===== src/hdl/scl_pkg.sv =====
// ----------------------------------------------------------------------------
// scl_pkg
// Shared types and constants for the sorted character list.
// ----------------------------------------------------------------------------
package scl_pkg;

  localparam int CAPACITY_DEF = 32;
  localparam int VAL_W        = 8;
  localparam int OUT_CNT_W    = 6;
  localparam int STATUS_W     = 3;

  typedef enum logic {
    ACT_INSERT = 1'b0,
    ACT_DELETE = 1'b1
  } action_t;

  typedef enum logic [STATUS_W-1:0] {
    ST_INSERTED  = 3'd0,
    ST_FULL      = 3'd1,
    ST_DELETED   = 3'd2,
    ST_NOT_FOUND = 3'd3,
    ST_EMPTY     = 3'd4
  } status_t;

  // broadcast from the control to every cell
  typedef struct packed {
    logic                    do_ins;  // insert is taken this cycle
    logic                    do_del;  // delete is taken this cycle
    logic signed [VAL_W-1:0] value;
  } bcast_t;

endpackage


===== src/hdl/scl_cell.sv =====
// ----------------------------------------------------------------------------
// scl_cell
// One slot of the sorted list: compares, holds or shifts its entry.
// ----------------------------------------------------------------------------
module scl_cell #(
  parameter int CNT_W = 6,
  parameter int IDX   = 0
) (
  input  logic                                clk,
  input  scl_pkg::bcast_t                     bc,
  input  logic [CNT_W-1:0]                    cnt,
  input  logic                                left_gt,
  input  logic signed [scl_pkg::VAL_W-1:0]    left_val,
  input  logic signed [scl_pkg::VAL_W-1:0]    right_val,
  output logic                                gt,
  output logic                                hit,
  output logic signed [scl_pkg::VAL_W-1:0]    val,
  output logic signed [scl_pkg::VAL_W-1:0]    nxt
);

  logic occ;
  logic at_pos;

  assign occ    = CNT_W'(IDX) < cnt;
  // entries ahead of the search point are strictly below value
  assign gt     = occ && (bc.value > val);
  assign at_pos = !gt && left_gt;
  // first equal entry sits exactly at the search point
  assign hit    = at_pos && occ && (val == bc.value);

  always_comb begin
    nxt = val;
    if (bc.do_ins) begin
      if (at_pos) begin
        nxt = bc.value;
      end else if (!left_gt) begin
        nxt = left_val;
      end
    end else if (bc.do_del) begin
      if (!gt) begin
        nxt = right_val;
      end
    end
  end

  always_ff @(posedge clk) begin
    val <= nxt;
  end

endmodule


===== src/hdl/sorted_char_list_core.sv =====
// ----------------------------------------------------------------------------
// sorted_char_list_core
// Ascending list of signed 8-bit values with insert and delete.
// ----------------------------------------------------------------------------
//  channel | handshake            | words
//  --------+----------------------+------------------------------
//  in      | in_valid / in_stall  | action, value
//  out     | out_valid / out_stall| status, count, head_value
//
//  One word in, one word out: the row of cells compares every entry
//  with the broadcast value in parallel and each cell shifts in one step,
//  so a new word is taken every cycle while in_stall is low.
//  out_valid rises in the cycle after acceptance (output register).
//  A synchronous reset empties the list; cell contents are never cleared.
//  in_stall is raised only while a result waits and out_stall is high.
// ----------------------------------------------------------------------------
module sorted_char_list_core #(
  parameter int CAPACITY = scl_pkg::CAPACITY_DEF
) (
  input  logic                                  clk,
  input  logic                                  rst,
  input  logic                                  in_valid,
  output logic                                  in_stall,
  input  logic                                  action,
  input  logic signed [scl_pkg::VAL_W-1:0]      value,
  output logic                                  out_valid,
  input  logic                                  out_stall,
  output logic [scl_pkg::STATUS_W-1:0]          status,
  output logic [scl_pkg::OUT_CNT_W-1:0]         count,
  output logic signed [scl_pkg::VAL_W-1:0]      head_value
);

  localparam int CNT_W = $clog2(CAPACITY + 1);

  // list length
  logic [CNT_W-1:0]      cnt;
  logic [CNT_W-1:0]      cnt_next;

  // cell row wiring; gt and val carry a virtual left neighbor at index 0
  logic                              gt_w   [CAPACITY+1];
  logic signed [scl_pkg::VAL_W-1:0]  val_w  [CAPACITY+1];
  logic signed [scl_pkg::VAL_W-1:0]  nxt_w  [CAPACITY];
  logic [CAPACITY-1:0]               hit_w;

  scl_pkg::bcast_t       bc;
  scl_pkg::status_t      st_next;
  logic                  in_acc;
  logic                  full;
  logic                  found;
  logic [CNT_W+scl_pkg::OUT_CNT_W-1:0] cnt_ext;

  assign in_stall = out_valid && out_stall;
  assign in_acc   = in_valid && !in_stall;
  assign full     = cnt >= CNT_W'(CAPACITY);
  assign found    = |hit_w;

  assign bc.value  = value;
  assign bc.do_ins = in_acc && (action == scl_pkg::ACT_INSERT) && !full;
  assign bc.do_del = in_acc && (action == scl_pkg::ACT_DELETE) && found;

  // left of slot 0 everything is "less": the search point can start there
  assign gt_w[0]  = 1'b1;
  assign val_w[0] = value;

  for (genvar i = 0; i < CAPACITY; i++) begin : g_cell
    logic signed [scl_pkg::VAL_W-1:0] rv;
    // the last slot pulls its own entry; it falls out of range on delete
    if (i == CAPACITY - 1) begin : g_last
      assign rv = val_w[i+1];
    end else begin : g_mid
      assign rv = val_w[i+2];
    end
    scl_cell #(
      .CNT_W (CNT_W),
      .IDX   (i)
    ) u_cell (
      .clk       (clk),
      .bc        (bc),
      .cnt       (cnt),
      .left_gt   (gt_w[i]),
      .left_val  (val_w[i]),
      .right_val (rv),
      .gt        (gt_w[i+1]),
      .hit       (hit_w[i]),
      .val       (val_w[i+1]),
      .nxt       (nxt_w[i])
    );
  end

  // status and length update
  always_comb begin
    cnt_next = cnt;
    st_next  = scl_pkg::ST_INSERTED;
    if (action == scl_pkg::ACT_INSERT) begin
      if (full) begin
        st_next = scl_pkg::ST_FULL;
      end else begin
        st_next  = scl_pkg::ST_INSERTED;
        cnt_next = cnt + CNT_W'(1);
      end
    end else begin
      if (cnt == '0) begin
        st_next = scl_pkg::ST_EMPTY;
      end else if (found) begin
        st_next  = scl_pkg::ST_DELETED;
        cnt_next = cnt - CNT_W'(1);
      end else begin
        st_next = scl_pkg::ST_NOT_FOUND;
      end
    end
  end

  // reported count is the low bits of the length
  assign cnt_ext = {{scl_pkg::OUT_CNT_W{1'b0}}, cnt_next};

  always_ff @(posedge clk) begin
    if (rst) begin
      cnt       <= '0;
      out_valid <= 1'b0;
    end else begin
      if (in_acc) begin
        cnt       <= cnt_next;
        out_valid <= 1'b1;
      end else if (!out_stall) begin
        out_valid <= 1'b0;
      end
    end
  end

  always_ff @(posedge clk) begin
    if (in_acc) begin
      status     <= st_next;
      count      <= cnt_ext[scl_pkg::OUT_CNT_W-1:0];
      head_value <= (cnt_next == '0) ? '0 : nxt_w[0];
    end
  end

  a_cap : assert property (@(posedge clk) disable iff (rst)
    cnt <= CNT_W'(CAPACITY))
    else $error("list length above capacity");

  a_ins : assert property (@(posedge clk) disable iff (rst)
    in_acc && (action == scl_pkg::ACT_INSERT) && !full
    |=> cnt == $past(cnt) + CNT_W'(1))
    else $error("insert did not grow the list");

  a_del_miss : assert property (@(posedge clk) disable iff (rst)
    in_acc && (action == scl_pkg::ACT_DELETE) && !found |=> $stable(cnt))
    else $error("missed delete changed the length");

  a_empty_head : assert property (@(posedge clk) disable iff (rst)
    out_valid && (cnt == '0) |-> head_value == '0)
    else $error("empty list reports a nonzero head");

endmodule

===== config.mk =====
export PLATFORM = sky130hd
export DESIGN_NAME = sorted_char_list_core
export DESIGN_NICKNAME = d
export VERILOG_FILES = /design/src/hdl/scl_pkg.sv /design/src/hdl/scl_cell.sv /design/src/hdl/sorted_char_list_core.sv
export SDC_FILE = /design/constraint.sdc
export NUM_CORES = 1
export LEC_CHECK = 0
export CAP_MARGIN = 20
export CORE_MARGIN = 3
export CORE_UTILIZATION = 25
export DETAILED_ROUTE_END_ITERATION = 8
export DONT_BUFFER_PORTS = 1
export PLACE_DENSITY_LB_ADDON = 0.2
export SYNTH_ARGS = -nofsm -noshare
export SYNTH_HDL_FRONTEND = slang
export SYNTH_SLANG_ARGS = --single-unit

===== constraint.sdc =====
create_clock -name clk -period 14.2 [get_ports clk]
set_input_delay 0.71 -clock clk [delete_from_list [all_inputs] [get_ports clk]]
set_output_delay 0.71 -clock clk [all_outputs]
set_load 0.1 [all_outputs]

==> qor.yml, run 1 <==
timing:
  final-hold-violation-count: 0
  finalWorstPathRequiredPeriod_ns: 5.32
  worst_pin_slew_ns: 1.13
  setup_viol: 0
  slew_violations: 0
  fmax_mhz: 188
  skew_ns: 0.0202
  rsz0062_at_grt: "false"
  fin_crit_sh_pct: 37.4
  relSlewSlack_pct: 24.8
  setup_tns_ns: 0
synthesis:
  async_reset_ff_share_pct: 0
  syn_avg_cell_area_um2: 9.04
  synth-seq-area-share_pct: 38.2
  synth_edf_count: 265
  synth_area_leaders: "edfxtp_1 37%, ha_1 15%, mux2i_1 9.8%"
  yosys.area.top_type: "edfxtp_1"
  syn_area_um2: 21600
  synthFlopType: "edfxtp_1"
  syn-num-nets: 2666
  synth_top_area_share_pct: 36.8
  synth.distinct_cells: 79
  ys_seq_elements: 280
  yosys_warnings: 0
  synthCells: 2394
floorplan:
  die_area_um2: 90100
  initial_core_util_pct: 25.3
  design.core.area_um2: 85500
  dieHeight_um: 300
  io_pins: 32
  std_cell_rows: 107
  die_x_um: 300
setup_path:
  r2r_cells: 10
  r2r_slack_ns: 8.93
  timing.rr.end: "g_cell[16].u_cell.val[5]"
  cp-end-kind: "register"
  crit_end: "g_cell[13].u_cell.val[6]"
  crit_type: "primary input to register"
  start_kind: "primary input"
  path_max_fanout: 27
  crit_start: "value[0]"
  r2r-start: "cnt[2]"
  worstPathRequired_ns: 14.38
  arrival_ns: 5.50
clocking:
  ctsHoldBuffers: 0
  cts_tree: "done"
  clkTransAtPathRegs_ns: 0.06
  numCtsBuffers: 37
  cts_max_path_buffers: 3
  ctsResizeCount: 0
  cts_setup_buffers: 0
  h-tree-depth: 2
  cts_root_buf: "clkbuf_16"
  clk_latency_ns: 0.56
  cts.sinks: 280
routing:
  drc: 0
  firstDrtPassIters: 5
  first_iter_violations: 1581
  vias: 17500
  vias_per_cell: 4.99
  postRouteAntennaNets: 0
  wirelength_um: 69800
  post_drt_wl_per_cell_um: 19.9
final_layout:
  area_growth_pct: 11.2
  drive_above_1_share_pct: 4.44
  final_nets: 2609
  num_antenna_cells: 0
  final_area_um2: 24100
  post-route-util_pct: 28.1
  fillerInstances: 9113
power_and_ir_drop:
  p_leak_nw: 10.5
  powerDensity_nw_per_um2: 118
  peakVddDrop_mv: 0.0756
place:
  place_congestion: 0.878
  place_area_um2: 22700
  hpwl_um: 49500
  port_buffers: 0
grt:
  grt_max_degree: 120
  antenna_found_initial: 2
  grt_pass1_vias: 17500
  grt.total_usage_pct: 15.3
  grt_pass1_wl_um: 107000
  grt_overflow: 0
run_status:
  status: "complete, no violations"
worst_hold_path:
  hp-class: "primary input to register"
flow_run:
  cap_violations: 0
==> kinds of logic (layout without fill, tap and decap cells) <==
| group | after synthesis | after routing | synth area share (%) |
|---|---|---|---|
| XOR/XNOR | 2 | 2 | 0.0810 |
| AND/OR/NAND/NOR | 643 | 643 | 13.7 |
| multiplexers | 213 | 213 | 9.86 |
| flip-flops | 280 | 280 | 38.2 |
| buffers and inverters | 398 | 370 | 7.06 |
| adder cells (fa/ha/maj) | 259 | 259 | 15.0 |
| AO/OA/AOI/OAI | 599 | 599 | 16.2 |
==> routing by layer <==
| layer | wire length [µm] | track usage, % | share of wire [%] |
|---|---|---|---|
| met2 | 30600 | 23.6 | 44 |
| met4 | 968 | 3.01 | 1.4 |
| met1 | 34800 | 22.8 | 50 |
| met3 | 3420 | 1.94 | 4.9 |
| met5 | 0 | 0 | 0 |
==> per-stage QoR <==
step	setup slack [ns]	hold WS (ns)	total power [W]	std cells
after floorplan	8.95	0.473	0.00166	2394
after global placement	8.40	0.534	0.00186	3434
after detailed placement	8.27	0.527	0.00187	3436
after CTS	8.42	0.188	0.00287	3504
after global routing	8.61	0.199	0.00301	3510
final	8.88	0.223	0.00285	3510
==> how the worst min path moves through the flow <==
stage | start | endpoint | slack [ns] | depth (start not counted)
after CTS | rst | cnt[3] | 0.19 | 1
after global placement | g_cell[0].u_cell.val[5] | g_cell[0].u_cell.val[5] | 0.53 | 2
after detailed placement | g_cell[0].u_cell.val[5] | g_cell[0].u_cell.val[5] | 0.53 | 2
after global routing | rst | cnt[3] | 0.20 | 1
final | rst | cnt[3] | 0.22 | 1
after floorplan | g_cell[0].u_cell.val[5] | g_cell[0].u_cell.val[5] | 0.47 | 2
==> registers in the layout, summed over array words and instances, names as in the netlist <==
name / count
out_valid: 1
cnt: 6
status: 3
count: 6
head_value: 8
g_cell.u_cell.val: 256
==> worst max-delay path: stages <==
cell and delay [ns]:
inv_2 0.54, buf_4 0.46, ha_1 0.21, nor2b_1 0.05
o21a_1 0.16, o21a_1 0.16, o21bai_1 0.12, a41oi_1 0.33
a32o_1 0.40, a211o_1 0.39, or2_1 0.37, a31oi_2 0.85
buf_4 0.37, o22ai_1 0.31
==> synthesized netlist by cell type (10+ instances only) <==
cell / number
nand2_1: 321
nand2b_1: 15
mux2i_1: 212
nor2_1: 117
nor2b_1: 48
and2_1: 13
o21ai_0: 287
ha_1: 259
nand3_1: 10
edfxtp_1: 265
clkbuf_1: 108
nor3_1: 15
o211ai_1: 33
a21oi_1: 126
nand4_1: 60
o22ai_1: 28
inv_1: 279
a211oi_1: 17
a31oi_1: 17
a21o_1: 27
dfxtp_1: 15
==> where the power goes <==
group          switching, W  internal (W)  total, W  leakage (nW)
Combinational      0.000423      0.000259  0.000682          7.29
Clock              0.000389      0.000599  0.000988         0.616
Sequential         0.000145       0.00104   0.00118          2.62
Total              0.000957       0.00189   0.00285          10.5
==> cells in the final DEF, fill, tap and decap left out, types with 4 or more instances in the layout <==
master / n
nand2_1: 320
o21ai_0: 287
inv_1: 278
edfxtp_1: 265
ha_1: 259
mux2i_1: 212
a21oi_1: 126
nor2_1: 116
nand4_1: 60
nor2b_1: 48
clkbuf_16: 39
o211ai_1: 33
o22ai_1: 28
a21o_1: 27
a31oi_1: 17
a211oi_1: 17
nor3_1: 15
nand2b_1: 15
dfxtp_1: 15
buf_4: 14
and2_1: 13
nand3_1: 10
clkinv_2: 8
or2_2: 7
or3_1: 7
nor4_1: 7
o21a_1: 7
a311oi_1: 5
a2111o_1: 5
clkinv_1: 5
bufinv_16: 5
clkbuf_1: 5
nor3b_1: 4
o31a_1: 4
buf_2: 4
==> final cells by class <==
| type | count | area, µm² | share of cell area (%) |
|---|---|---|---|
| Multi-Input combinational cell | 1716 | 11900 | 49.3 |
| Sequential cell | 280 | 8260 | 34.3 |
| Tap cell | 1144 | 1430 | 5.95 |
| Inverter | 280 | 1050 | 4.37 |
| Clock buffer | 45 | 1010 | 4.19 |
| Clock inverter | 23 | 254 | 1.06 |
| Timing Repair Buffer | 22 | 195 | 0.811 |
Power figures use the tool's default switching activity.
==> run 2, diff against run 1 <==
==> constraint.sdc (replaced) <==
create_clock -name clk -period 5 [get_ports clk]
set_input_delay 0.25 -clock clk [delete_from_list [all_inputs] [get_ports clk]]
set_output_delay 0.25 -clock clk [all_outputs]
set_load 0.1 [all_outputs]
==> qor.yml, run 2 (synthesized netlist as in run 1, its figures left out) <==
run_status:
  status: "complete, no violations"  # unchanged
routing:
  post_drt_wl_per_cell_um: 20.6  # was 19.9 µm
  vias: 17600  # was 17,500
  postRouteAntennaNets: 0  # unchanged
  first_iter_violations: 1225  # was 1,581
  firstDrtPassIters: 5  # unchanged
  vias_per_cell: 4.98  # was 4.99
  wirelength_um: 73000  # was 69,800 µm
  drc: 0  # unchanged
setup_path:
  worstPathRequired_ns: 5.17  # was 14.38 ns
  start_kind: "register"  # was primary input
  slowest_delay_ns: 0.72  # was 0.85 ns
  slowest_stage: "o22ai_1"  # was a31oi_2
  crit_type: "register to register"  # was primary input to register
  arrival_ns: 4.74  # was 5.50 ns
  critPathBufInv: 2  # was 3
  r2r-start: "cnt[0]"  # was cnt[2]
  crit_path_cell_trace: "inv_1, ha_1, nor2b_1, o21ai_0, nand2_1, o211ai_1, o21ai_0, a311oi_1, nand4_4, or2_1, a31oi_2, buf_4, o22ai_1"  # was inv_2, buf_4, ha_1, nor2b_1, o21a_1, o21a_1, o21bai_1, a41oi_1, a32o_1, a211o_1, or2_1, a31oi_2, buf_4, o22ai_1
  critPathMostFrequentCell: "o21ai_0"
  crit_family: "compound AO/OA/AOI/OAI gates"  # unchanged
  cp-end-kind: "register"  # unchanged
  crit_start: "cnt[0]"  # was value[0]
  path_max_fanout: 10  # was 27
flow_run:
  cap_violations: 0  # unchanged
worst_hold_path:
  hp-class: "primary input to register"  # unchanged
  holdCritStartpoint: "value[6]"  # was rst
timing:
  setup_viol: 0  # unchanged
  final-hold-violation-count: 0  # unchanged
  finalWorstPathRequiredPeriod_ns: 4.57
  relSlewSlack_pct: 29.4  # was 24.8%
  skew_ns: 0.0109  # was 0.0202 ns
  worst_pin_slew_ns: 1.06  # was 1.13 ns
  fin_crit_sh_pct: 91.4
  slew_violations: 0  # unchanged
  rsz0062_at_grt: "false"  # unchanged
  setup_tns_ns: 0  # unchanged
  fmax_mhz: 219
power_and_ir_drop:
  p_sw_w: 0.00269  # was 0.000957 W
  swShare_pct: 34.0  # was 33.6%
  p_clk_share_pct: 32.7  # was 34.7%
  pwr-share-comb_pct: 25.1  # was 23.9%
  internal_power_w: 0.00523  # was 0.00189 W
  pwr-share-seq_pct: 42.2  # was 41.4%
  peakVddDrop_mv: 0.212  # was 0.0756 mV
  p_leak_nw: 10.7  # was 10.5 nW
  powerDensity_nw_per_um2: 326  # was 118 nW/µm²
clocking:
  cts.sinks: 280  # unchanged
  clk_latency_ns: 0.55  # was 0.56 ns
  clkTransAtPathRegs_ns: 0.06  # about the same
  cts_max_path_buffers: 3  # unchanged
  ctsResizeCount: 0  # unchanged
  cts_root_buf: "clkbuf_16"  # unchanged
  cts_tree: "done"  # unchanged
  h-tree-depth: 2  # unchanged
  numCtsBuffers: 37  # unchanged
floorplan:
  initial_core_util_pct: 25.3  # unchanged
  std_cell_rows: 107  # unchanged
  io_pins: 32  # unchanged
  die_x_um: 300  # unchanged
  design.core.area_um2: 85500  # unchanged
  die_area_um2: 90100  # unchanged
  dieHeight_um: 300  # unchanged
final_layout:
  num_antenna_cells: 0  # unchanged
  area_growth_pct: 12.2  # was 11.2%
  reg_top3: "g_cell.u_cell.val (256), head_value (8)"  # unchanged
  final_nets: 2646  # was 2,609
  drive_above_1_share_pct: 5.09  # was 4.44%
  final_cell_mix: "320 x nand2_1, 287 x o21ai_0, 278 x inv_1, 265 x edfxtp_1, 259 x ha_1"  # unchanged
  final_common_cell: "nand2_1"  # unchanged
  regMostFlops: "g_cell.u_cell.val"  # unchanged
  largest_register_ff_count: 256  # unchanged
  finalNonFillerCells: 3542  # was 3,510
grt:
  grt_busiest_layer: "met2"  # unchanged
  grt.total_usage_pct: 16.0  # was 15.3%
  use_met1_pct: 22.6  # was 22.8%
  grt_max_degree: 235  # was 120
  grt_pass1_wl_um: 111000  # was 107,000 µm
  grt_overflow: 0  # unchanged
  grt_pass1_vias: 18100  # was 17,500
  grtUsageMet2_pct: 25.5  # was 23.6%
  antenna_found_initial: 2  # unchanged
  grtUsageMet3_pct: 2.46  # was 1.94%
place:
  hpwl_um: 49300  # was 49,500 µm
  port_buffers: 0  # unchanged
  place_congestion: 0.861  # was 0.878
  dpl.cell_count: 3464  # was 3,436
==> run 2: cell types whose count changed in the layout (fill, tap and decap cells not counted), sizes merged <==
cell / before / now
buf: 20 / 47
dlygate4sd3: 0 / 12
bufinv: 5 / 2
clkinvlp: 3 / 0
inv: 281 / 279
clkbuf: 47 / 48
==> run 2: power groups by stage <==
stage / Sequential [W] / Combinational (W) / Clock [W]
after floorplan: 0.00328 / 0.00144 / 0
after global placement: 0.00339 / 0.00189 / 0
after detailed placement: 0.00339 / 0.00193 / 0
after CTS: 0.00334 / 0.00199 / 0.00267
after global routing: 0.00337 / 0.00225 / 0.00275
final: 0.00334 / 0.00199 / 0.00259
==> run 2: layout make-up <==
cell class              instances  area [µm²]
flip-flops and latches        280        8260
inverters                     280        1050
well taps                    1144        1430
repair buffers                 59         546
clock buffers                  48        1020
fillers                      9041       61300
clock inverters                15         118
multi-input cells            1716       11900
==> run 2: final timing paths <==
check,slack [ns],to,cells past startpoint
max,0.43,g_cell[19].u_cell.val[7],13
min,0.04,g_cell[24].u_cell.val[6],2
max reg2reg,0.43,g_cell[19].u_cell.val[7],13
min reg2reg,0.52,g_cell[0].u_cell.val[2],2
==> run 2: routing by layer <==
metal / vias to the layer above / share of wire [%]
li1: 8528 / -
met1: 8627 / 49
met2: 386 / 45
met3: 87 / 4.8
met4: 0 / 1.7
met5: - / 0
==> run 2: stage by stage <==
stage | total power, W | hold slack [ns] | instance area (µm²) | utilization, % | setup WS (ns)
floorplan | 0.00473 | 0.319 | 21600 | - | 0.205
global placement | 0.00527 | 0.333 | 23000 | 26.8 | 0.567
detailed placement | 0.00532 | 0.337 | 23000 | 26.9 | 0.531
CTS | 0.00800 | 0.0000876 | 24300 | 28.4 | 0.502
global route | 0.00838 | 0.0107 | 24300 | 28.4 | 0.115
finish | 0.00792 | 0.0449 | 24300 | 28.4 | 0.430
==> run 2: what timing repair did <==
item	4_1_cts	5_1_grt
hold buffers	15	0
buffers inserted	0	0
endpoints found under the hold margin	91	0
